--- config.mk ---
export PLATFORM = sky130hd
export DESIGN_NAME = imu_dq_sqrt_cell
export DESIGN_NICKNAME = d
export VERILOG_FILES = /design/src/imu_derived_quantity_unit_defines.svh /design/src/imu_dq_pkg.sv /design/src/imu_dq_sqrt_cell.sv
export SDC_FILE = /design/constraint.sdc
export NUM_CORES = 1
export LEC_CHECK = 0
export ABC_AREA = 1
export BUFFER_PORTS_ARGS = -buffer_cell sky130_fd_sc_hd__buf_2
export CORE_AREA = 3 3 184 186
export CTS_CLUSTER_DIAMETER = 100
export DETAILED_ROUTE_END_ITERATION = 6
export DIE_AREA = 0 0 187 189
export HOLD_SLACK_MARGIN = 0.1
export PLACE_DENSITY_LB_ADDON = 0.12
export SLEW_MARGIN = 20
export SYNTH_ARGS = -nofsm -noshare
export SYNTH_HDL_FRONTEND = slang
export SYNTH_SLANG_ARGS = --single-unit
--- constraint.sdc ---
create_clock -name clk_i -period 1.2 [get_ports clk_i]
set_clock_uncertainty 0.05 [all_clocks]
set_input_delay 0.12 -clock clk_i [delete_from_list [all_inputs] [get_ports clk_i]]
set_output_delay 0.12 -clock clk_i [all_outputs]
set_load 0.01 [all_outputs]
--- src/imu_derived_quantity_unit_defines.svh ---
// Assertion macros shared by the IMU derived quantity unit.
// Every macro samples on clk_i and is muted while rst_ni is low.
`ifndef IMU_DERIVED_QUANTITY_UNIT_DEFINES_SVH
`define IMU_DERIVED_QUANTITY_UNIT_DEFINES_SVH
`ifndef ASSERT_OFF
`define ASSERT_CHK(lbl, prop) \
  lbl: assert property (@(posedge clk_i) disable iff (!rst_ni) (prop)) \
    else $error("check failed");
`define ASSERT_NEXT(lbl, pre, post) \
  lbl: assert property (@(posedge clk_i) disable iff (!rst_ni) (pre) |=> (post)) \
    else $error("check failed");
`else
`define ASSERT_CHK(lbl, prop)
`define ASSERT_NEXT(lbl, pre, post)
`endif
`endif

--- src/imu_dq_pkg.sv ---
// ----------------------------------------------------------------------------
// imu_dq_pkg
// Shared types, constants and the arctangent table of the IMU quantity unit.
// ----------------------------------------------------------------------------
package imu_dq_pkg;

  localparam int FRAC_BITS         = 16;
  localparam int CORDIC_ITERATIONS = 24;
  localparam int AXIS_W            = 32;
  localparam int OP_W              = 4;
  localparam int SQ_W              = 64;
  localparam int ROOT_W            = 32;
  localparam int REM_W             = 35;
  localparam int CX_W              = 60;
  localparam int CZ_W              = 34;
  localparam int PRE_SHIFT         = 24;
  localparam int RND_SHIFT         = 54 - FRAC_BITS;
  localparam int PROD_W            = 62;

  localparam logic signed [CZ_W-1:0] PI_Q30      = 34'sd3373259426;
  localparam logic signed [CZ_W-1:0] HALF_PI_Q30 = 34'sd1686629713;
  localparam logic [29:0]            DEG_PER_RAD_Q24 = 30'd961263669;
  localparam logic [ROOT_W-1:0]      OUT_MAX = 32'h7FFF_FFFF;

  typedef enum logic [OP_W-1:0] {
    OP_AX, OP_AY, OP_AZ, OP_GX, OP_GY, OP_GZ, OP_AMAG, OP_GMAG, OP_PITCH, OP_ROLL
  } op_e;

  typedef struct packed {
    logic                     vld;
    logic [OP_W-1:0]          op;
    logic [AXIS_W-1:0]        q;
    logic signed [AXIS_W:0]   y;
    logic signed [AXIS_W:0]   x;
  } side_t;

  typedef struct packed {
    side_t             side;
    logic [SQ_W-1:0]   n;
    logic [REM_W-1:0]  rem;
    logic [ROOT_W-1:0] root;
  } sq_t;

  typedef struct packed {
    logic yzero;
    logic xzero;
    logic xneg;
    logic yneg;
  } qflag_t;

  typedef struct packed {
    side_t                  side;
    qflag_t                 fl;
    logic signed [CX_W-1:0] x;
    logic signed [CX_W-1:0] y;
    logic signed [CZ_W-1:0] z;
  } cr_t;

  function automatic logic [31:0] atan_q30(logic [4:0] i);
    logic [31:0] v;
    unique case (i)
      5'd0:  v = 32'h3243F6A8;  5'd1:  v = 32'h1DAC6705;
      5'd2:  v = 32'h0FADBAFC;  5'd3:  v = 32'h07F56EA6;
      5'd4:  v = 32'h03FEAB76;  5'd5:  v = 32'h01FFD55B;
      5'd6:  v = 32'h00FFFAAA;  5'd7:  v = 32'h007FFF55;
      5'd8:  v = 32'h003FFFEA;  5'd9:  v = 32'h001FFFFD;
      5'd10: v = 32'h000FFFFF;  5'd11: v = 32'h0007FFFF;
      5'd12: v = 32'h0003FFFF;  5'd13: v = 32'h0001FFFF;
      5'd14: v = 32'h0000FFFF;  5'd15: v = 32'h00007FFF;
      5'd16: v = 32'h00003FFF;  5'd17: v = 32'h00001FFF;
      5'd18: v = 32'h00000FFF;  5'd19: v = 32'h000007FF;
      5'd20: v = 32'h000003FF;  5'd21: v = 32'h000001FF;
      5'd22: v = 32'h000000FF;  5'd23: v = 32'h0000007F;
      5'd24: v = 32'h0000003F;  5'd25: v = 32'h0000001F;
      5'd26: v = 32'h0000000F;  5'd27: v = 32'h00000008;
      5'd28: v = 32'h00000004;  5'd29: v = 32'h00000002;
      5'd30: v = 32'h00000001;  5'd31: v = 32'h00000000;
      default: v = 32'h0;
    endcase
    return v;
  endfunction

  function automatic logic [AXIS_W-1:0] abs32(logic signed [AXIS_W-1:0] v);
    return v[AXIS_W-1] ? AXIS_W'(-v) : AXIS_W'(v);
  endfunction

  function automatic logic [AXIS_W:0] abs33(logic signed [AXIS_W:0] v);
    return v[AXIS_W] ? (AXIS_W+1)'(-v) : (AXIS_W+1)'(v);
  endfunction

endpackage

--- src/imu_dq_sqrt_cell.sv ---
// ----------------------------------------------------------------------------
// imu_dq_sqrt_cell
// One digit of a restoring integer square root: two radicand bits per cell.
// ----------------------------------------------------------------------------
module imu_dq_sqrt_cell (
  input  logic             clk_i,
  input  logic             rst_ni,
  input  logic             en_i,
  input  imu_dq_pkg::sq_t  a_i,
  output imu_dq_pkg::sq_t  b_o
);
  import imu_dq_pkg::*;

  sq_t              b_d, b_q;
  logic [REM_W-1:0] r, t;
  logic             ge;

  always_comb begin
    r  = {a_i.rem[REM_W-3:0], a_i.n[SQ_W-1 -: 2]};
    t  = REM_W'({a_i.root, 2'b01});
    ge = (r >= t);
    b_d      = a_i;
    b_d.n    = {a_i.n[SQ_W-3:0], 2'b00};
    b_d.rem  = ge ? (r - t) : r;
    b_d.root = {a_i.root[ROOT_W-2:0], ge};
  end

  always_ff @(posedge clk_i or negedge rst_ni) begin
    if (!rst_ni) begin
      b_q.side.vld <= 1'b0;
    end else if (en_i) begin
      b_q <= b_d;
    end
  end

  assign b_o = b_q;
endmodule

**After elaboration in Yosys (flattened, before gate mapping)**

Cells that the tools add are included.

- Add/subtract/negate cells: 1
- $mul: 0
- Div/mod/pow operators: 0
- Magnitude comparators: 1
- Eq/ne operators: 0
- Shift operators: 0
- Muxes and demuxes: 1
- Bitwise operators: 0
- Reductions and logical operators: 1

Operators by type and width:

| operator | count |
|---|---|
| $ge A35 B34 Y1 | 1 |
| $mux W35 | 1 |
| $sub A35 B34 Y35 | 1 |
| $reduce_and A2 Y1 | 1 |

- Register bits after elaboration: 232
- Latch bits: 0
- Memory bits (writable): 0
- ROM bits: 0
- Output and inout bits: 234
- Logic and storage cells: 12
- Memories: 0

**Longest topological paths before layout**

Gate-level depths: netlist of run 1.

- Depth after elaboration: 2
- Gate-level depth with buffers: 16

**Least setup slack after synthesis of run 1**

No wires, ideal clock.

- Path type: in2reg
- From: input rst_ni
- To: register b_q, in the netlist b_o[0] (enable)
- Arrival: 4.586 ns
- Data required time: 0.568 ns
- Slack: -4.018 ns
- Stages: 2
- Cells stage by stage: nand2_1 inv_1

- Cells in the longest elaborated chain, start to end: 1

RTL lines:

| element | RTL line | RTL |
|---|---|---|
| start: declaration | imu_dq_sqrt_cell.sv:7 | `input logic rst_ni,` |
| $reduce_and A2 Y1 (no line) | -- |  |
| end: declaration | imu_dq_sqrt_cell.sv:14 | `sq_t b_d, b_q;` |

Every way passes these cells.
A chain may end at the register's enable or synchronous reset.

==> results of run 1 <==
metal layers:
layer  global-route usage  routed length [um]  part of all wire  vias up
li1                     -                   -                 -     4677
met1                0.246               15300              0.38     4379
met2                0.395               20500              0.51      339
met4               0.0867                1730             0.043        4
met5                    0                  27           0.00067        -
met3               0.0550                2600             0.065       78
worst paths after layout:
check,to,slack (ps)
setup / recovery,b_o[60]$_DFFE_PP_,-230
hold / removal,b_o[37]$_DFFE_PP_,100
setup reg to reg,b_o[233]$_DFFE_PN0P_,390
hold reg to reg,b_o[233]$_DFFE_PN0P_,490
max in group asynchronous,b_o[233]$_DFFE_PN0P_,890
min in group asynchronous,b_o[233]$_DFFE_PN0P_,110
Yosys cell counts (3+ instances only):
master    count
a21oi_1      25
buf_4         5
buf_6         3
edfxtp_1    231
ha_1         34
inv_1       130
nand2_1     301
nand3_1      37
nand3b_1      9
nand4_1       4
nor2_1       57
nor2_2        4
nor3_1        5
o21ai_0       8
o21bai_1      4
xor2_1       16
layout make-up:
| class | instances | area, sq um | share of cell area |
|---|---|---|---|
| Clock inverter | 17 | 140 | 0.00751 |
| Tap cell | 442 | 553 | 0.0297 |
| Timing Repair Buffer | 838 | 6250 | 0.335 |
| Clock buffer | 32 | 694 | 0.0372 |
| Sequential cell | 232 | 6960 | 0.373 |
| Multi-Input combinational cell | 520 | 3490 | 0.187 |
| Inverter | 132 | 557 | 0.0299 |
| Antenna cell | 2 | 5.00 | 0.000268 |
cells in the final DEF (no fill, tap or decap), drive strengths merged:
| cell | netlist | layout |
|---|---|---|
| dlygate4sd3 | 0 | 234 |
| ha | 34 | 34 |
| a21oi | 27 | 27 |
| nand4 | 4 | 4 |
| clkbuf | 0 | 35 |
| xnor2 | 2 | 2 |
| nor3 | 5 | 5 |
| xor2 | 16 | 16 |
| nand3 | 39 | 39 |
| nand3b | 9 | 9 |
| diode | 0 | 2 |
| clkinvlp | 0 | 3 |
| o21ai | 8 | 8 |
| dfrtp | 1 | 1 |
| a211oi | 1 | 1 |
| inv | 132 | 132 |
| bufinv | 0 | 2 |
| nor2 | 61 | 61 |
| a21o | 1 | 1 |
| dlymetal6s4s | 0 | 2 |
| edfxtp | 231 | 231 |
| mux2 | 1 | 1 |
| clkinv | 0 | 12 |
| buf | 8 | 599 |
| o21a | 2 | 2 |
| nand2 | 304 | 304 |
| conb | 1 | 2 |
| o21bai | 4 | 4 |
critical path, delay by kind of cell:
kind | cells | cell delay (ps)
adder cells (fa/ha/maj) | 1 | 290
buffers and inverters | 5 | 460
AND/OR/NAND/NOR | 9 | 800
power by group:
part / total [uW] / internal (uW) / leakage [uW] / switching [uW]
clock network: 7800 / 4550 / 0.000405 / 3260
logic: 5200 / 2610 / 0.00594 / 2580
registers: 9790 / 9630 / 0.00218 / 162
per-stage QoR:
step	total power [uW]	utilization
2_1_floorplan	12000	-
4_1_cts	22900	0.565
3_5_place_dp	14000	0.450
6_report	22800	0.575
3_3_place_gp	14000	0.450
5_1_grt	23900	0.575
kinds of logic (layout without fill, tap and decap cells):
| logic type | Yosys count | count (layout) |
|---|---|---|
| multiplexers | 1 | 1 |
| XOR/XNOR | 18 | 18 |
| buffers and inverters | 140 | 1019 |
| other | 1 | 4 |
| AND/OR/NAND/NOR | 422 | 422 |
| adder cells (fa/ha/maj) | 34 | 34 |
| AO/OA/AOI/OAI | 43 | 43 |
| flip-flops | 232 | 232 |
what timing repair did:
item | CTS | global route
pin swaps | 22 | 3
hold buffers | 232 | 4
endpoints found under the hold margin | 232 | 4
setup buffers | 14 | 3
setup endpoints to repair | 268 | 351
cloned | 2 | 3
gates resized for setup | 132 | 49
==> flow_summary.ini, run 1 <==
[logic_synthesis]
yosys_warnings = 0
synth_top_family_by_area = simple AND/OR/NAND/NOR gates
avgSynthCellArea_sq_um = 11.3
yosys.area_share.adder = 0.0422
ys_ff_latch = 232
ys_seq_area_frac = 0.690
synth_area_leader_cell = edfxtp_1
synthCells = 891
synth_cell_types = 29
yosysTopAreaCellShare = 0.688
synthSimpleGateAreaFrac = 0.170
synthMuxAreaShare = 0.00112
synth_edf_count = 231
async_flop_share = 0.00431
syn-cell-area_sq_mm = 0.0101
synthFlopType = edfxtp_1
synth.area.top_cells = edfxtp_1, nand2_1, inv_1
synthXorXnorAreaFrac = 0.0156
synth_compound_area_frac = 0.0241

[grt]
track_usage = 0.218
antenna_found_initial = 4
grt_pass1_vias = 9973
grt_overflow = 0
grt_max_degree = 29
grt_pass1_wl_um = 59300

[sta]
rsz0062_at_grt = true
setup_viol = 228
worst_slack_ps = -235
max_freq_mhz = 697
tns_ps = -12370
post-route-period-util = 1.20
drv_slew = 0
min_period_ps = 1430
hold_viol = 0
holdWs_ps = 100

[routing]
wl_per_cell_um = 18.1
num_vias = 9477
viasPerCell = 4.28
drc_errors = 0
first_pass_iters = 5
initialDrtViolationCount = 507
antenna_left = 0
routed_wl_um = 40100

[critical_path]
critPathMostFrequentCell = nand2_1
critPathMaxFanout = 4
reg2reg_depth = 1
cpPeakStageDelay_ps = 290
cp.arrival_ps = 1680
crit_chain = buf_2 -> inv_1 -> ha_4 -> nand2_2 -> nor2_4 -> buf_4 -> buf_4 -> buf_4 -> nand2_1 -> nand2_1 -> nand2_1 -> nand2_1 -> nand2_1 -> nand3_2 -> nand2_1
critPathKind = in -> reg
critPathCaptureType = register
startpoint_type = input pin
cp_slowest_cell = ha_4
crit_start = a_i[8]
reg2reg_from = b_o[233]$_DFFE_PN0P_
crit_required_ps = 1440

[floorplanning]
boundaryPins = 471
initial_core_util = 0.311
num_rows = 66
die_w_um = 187
core_area_sq_mm = 0.0325
fp.dieH_um = 189
die-area_sq_mm = 0.0353

[cts]
clkLatencyLatePin_ps = 540
clk_pin_slew_worst_paths_ps = 60
cts_max_level = 1
cts.path.max_buffers = 3
clkSinkCount = 232
cts_root_buf = clkbuf_16
cts_tree = yes
numCtsBuffers = 27

[min_path]
min_from = a_i[35]
hold_path_class = in -> reg
holdPathStages = 5

[placed_design]
place.gp.congestion = 0.868
io_buffers = 466
dp.final_hpwl_um = 29600
pre_cts_ws_ps = -921
dp_cells = 1908
placed_area_sq_mm = 0.0146

[outcome]
violations = setup timing
status = complete, but fails checks

[finish]
final_cells = 2215
drive_gt1_frac = 0.462
stdcell_area_sq_mm = 0.0187
layout.nets = 2022
largest_reg_flops = 232
nFillCells = 2812
syn_to_final_growth_pct = 84.9

[pwr]
leakage_uw = 0.00852
vdd_ir_drop_max_mv = 0.979
p_per_area_mw_per_mm2 = 1220

[run]
drv_cap = 0
Note: power is estimated with default switching activity, not from simulation.
==> run 2, diff against run 1 <==
- REMOVE_ABC_BUFFERS: unset -> 1
==> run 2 against run 1 <==
Effect of this change:
- the flow still finishes with violations (setup timing)
- hold slack improved by 27 ps
- register-to-register slack barely moved
- first-iteration DRC count rose by 1.6%
- total power barely moved
- design area fell by 1.7%
- utilization fell by 0.95 points
- critical path depth fell by 1
- sequential power barely moved
- non-clock buffer count fell by 1
- sequential cell count did not move
- cell count barely moved
- via count barely moved
- critical endpoint is now b_o[45]$_DFFE_PP_
- largest cell class unchanged
==> flow_summary.ini, run 2 (synthesis results as in run 1) <==
[min_path]
hold_path_class = in -> reg
min_from = a_i[46]

[critical_path]
critPathCaptureType = register
critPathMaxFanout = 19
cp.arrival_ps = 1630
critPathKind = in -> reg
crit_chain = buf_2 -> inv_1 -> ha_4 -> buf_4 -> nand2_2 -> nor2_2 -> nand2_2 -> inv_1 -> nand3_2 -> nand2_4 -> inv_6 -> buf_12 -> nand2_1 -> nand2_1
cpPeakStageDelay_ps = 270
regToRegSetupSlack_ps = 400
cp_slowest_cell = ha_4
cp_num_buf_inv = 6
reg2reg_depth = 1
worstReg2RegEnd = b_o[233]$_DFFE_PN0P_
cp-endpoint = b_o[45]$_DFFE_PP_
path_delay_family = simple AND/OR/NAND/NOR gates
crit_required_ps = 1430
reg2reg_from = b_o[233]$_DFFE_PN0P_
path_depth = 14
startpoint_type = input pin
crit_start = a_i[17]

[routing]
num_vias = 9469
antenna_left = 0
drc_errors = 0
wl_per_cell_um = 17.6
routed_wl_um = 38900
viasPerCell = 4.28
first_pass_iters = 4
initialDrtViolationCount = 515

[pwr]
p_total_uw = 22800
vdd_ir_drop_max_mv = 0.813
leakage_uw = 0.00838
p_per_area_mw_per_mm2 = 1240

[cts]
cts_max_level = 1
clkSinkCount = 232
cts_tree = yes
numCtsBuffers = 27
clk_pin_slew_worst_paths_ps = 60
clkLatencyLatePin_ps = 520
cts_root_buf = clkbuf_16
cts.path.max_buffers = 3

[sta]
holdWs_ps = 128
min_period_ps = 1410
post-route-period-util = 1.17
rsz0062_at_grt = true
worst_slack_ps = -205
drv_slew = 0
setup_viol = 134
max_freq_mhz = 712
tns_ps = -8010
hold_viol = 0

[floorplanning]
fp.dieH_um = 189
die_w_um = 187
num_rows = 66
boundaryPins = 471
die-area_sq_mm = 0.0353
initial_core_util = 0.311
core_area_sq_mm = 0.0325

[grt]
grt_pass1_wl_um = 57400
grt_overflow = 0
track_usage = 0.210
antenna_found_initial = 4
grt_max_degree = 43
grt_pass1_vias = 9790

[finish]
layout.nets = 2021
syn_to_final_growth_pct = 81.8
nFillCells = 2915
mostFrequentLayoutCell = buf_2
largest_reg_flops = 232
stdcell_area_sq_mm = 0.0183
layout_common_cells = buf_2, nand2_1, dlygate4sd3_1
drive_gt1_frac = 0.466

[placed_design]
io_buffers = 466
place.gp.congestion = 0.880
placed_area_sq_mm = 0.0139
dp.final_hpwl_um = 28400

[outcome]
status = complete, but fails checks
violations = setup timing

[run]
drv_cap = 0
## run 2: cell count changes in the layout (fill, tap and decap cells not counted), moves of 6 or more
cell	before	now
inv_2	14	25
nand2_4	21	14
buf_2	425	433
a21oi_2	7	15
nand3_1	22	33
buf_4	119	125
nand2_2	39	47
nor2_2	10	21
nand3_2	16	6
a21oi_1	17	10
nor2_1	39	29
## run 2: per-stage QoR
stage,util,instances,worst slack (ps)
global placement,0.429,1915,-960
finish,0.565,2214,-205
CTS,0.546,2201,-188
floorplan,-,884,-4020
global route,0.565,2214,-285
detailed placement,0.429,1915,-990
## run 2: power by group
part | switching, uW | total [uW] | leakage, uW | internal (uW)
Combinational | 2500 | 5000 | 0.00578 | 2500
Clock | 3230 | 7980 | 0.000418 | 4750
Sequential | 155 | 9780 | 0.00218 | 9630
Total | 5890 | 22800 | 0.00838 | 16900
## run 2: what timing repair did
action,CTS,global route
resized for setup,115,155
endpoints found under the setup margin,268,305
hold buffers,235,0
hold endpoints to repair,232,0
gates cloned,0,1
buffers inserted,3,9
pin swaps,14,16
## run 2: cell type report
cell class	count	area, sq um	area share
Sequential cell	232	6960	0.380
Timing Repair Buffer	837	6050	0.330
Multi-Input combinational cell	520	3400	0.185
Clock buffer	32	694	0.0379
Tap cell	442	553	0.0302
Inverter	132	520	0.0284
Clock inverter	16	155	0.00846
Antenna cell	3	7.51	0.000409
## run 2: per-layer routing
| layer | up-vias | global-route usage | wire length (um) |
|---|---|---|---|
| met5 | - | 0 | 0 |
| met4 | 0 | 0.0869 | 1530 |
| met3 | 72 | 0.0431 | 2110 |
| met2 | 299 | 0.384 | 20300 |
| met1 | 4426 | 0.239 | 15000 |
| li1 | 4672 | - | - |
## run 2: worst min path at each step
| stage | depth (start not counted) | slack [ps] | end |
|---|---|---|---|
| after global placement | 1 | -150 | b_o[233]$_DFFE_PN0P_ |
| after CTS | 5 | 110 | b_o[41]$_DFFE_PP_ |
| after global routing | 5 | 120 | b_o[48]$_DFFE_PP_ |
| after floorplan | 0 | -230 | b_o[233]$_DFFE_PN0P_ |
| final | 5 | 130 | b_o[48]$_DFFE_PP_ |
| after detailed placement | 1 | -150 | b_o[233]$_DFFE_PN0P_ |
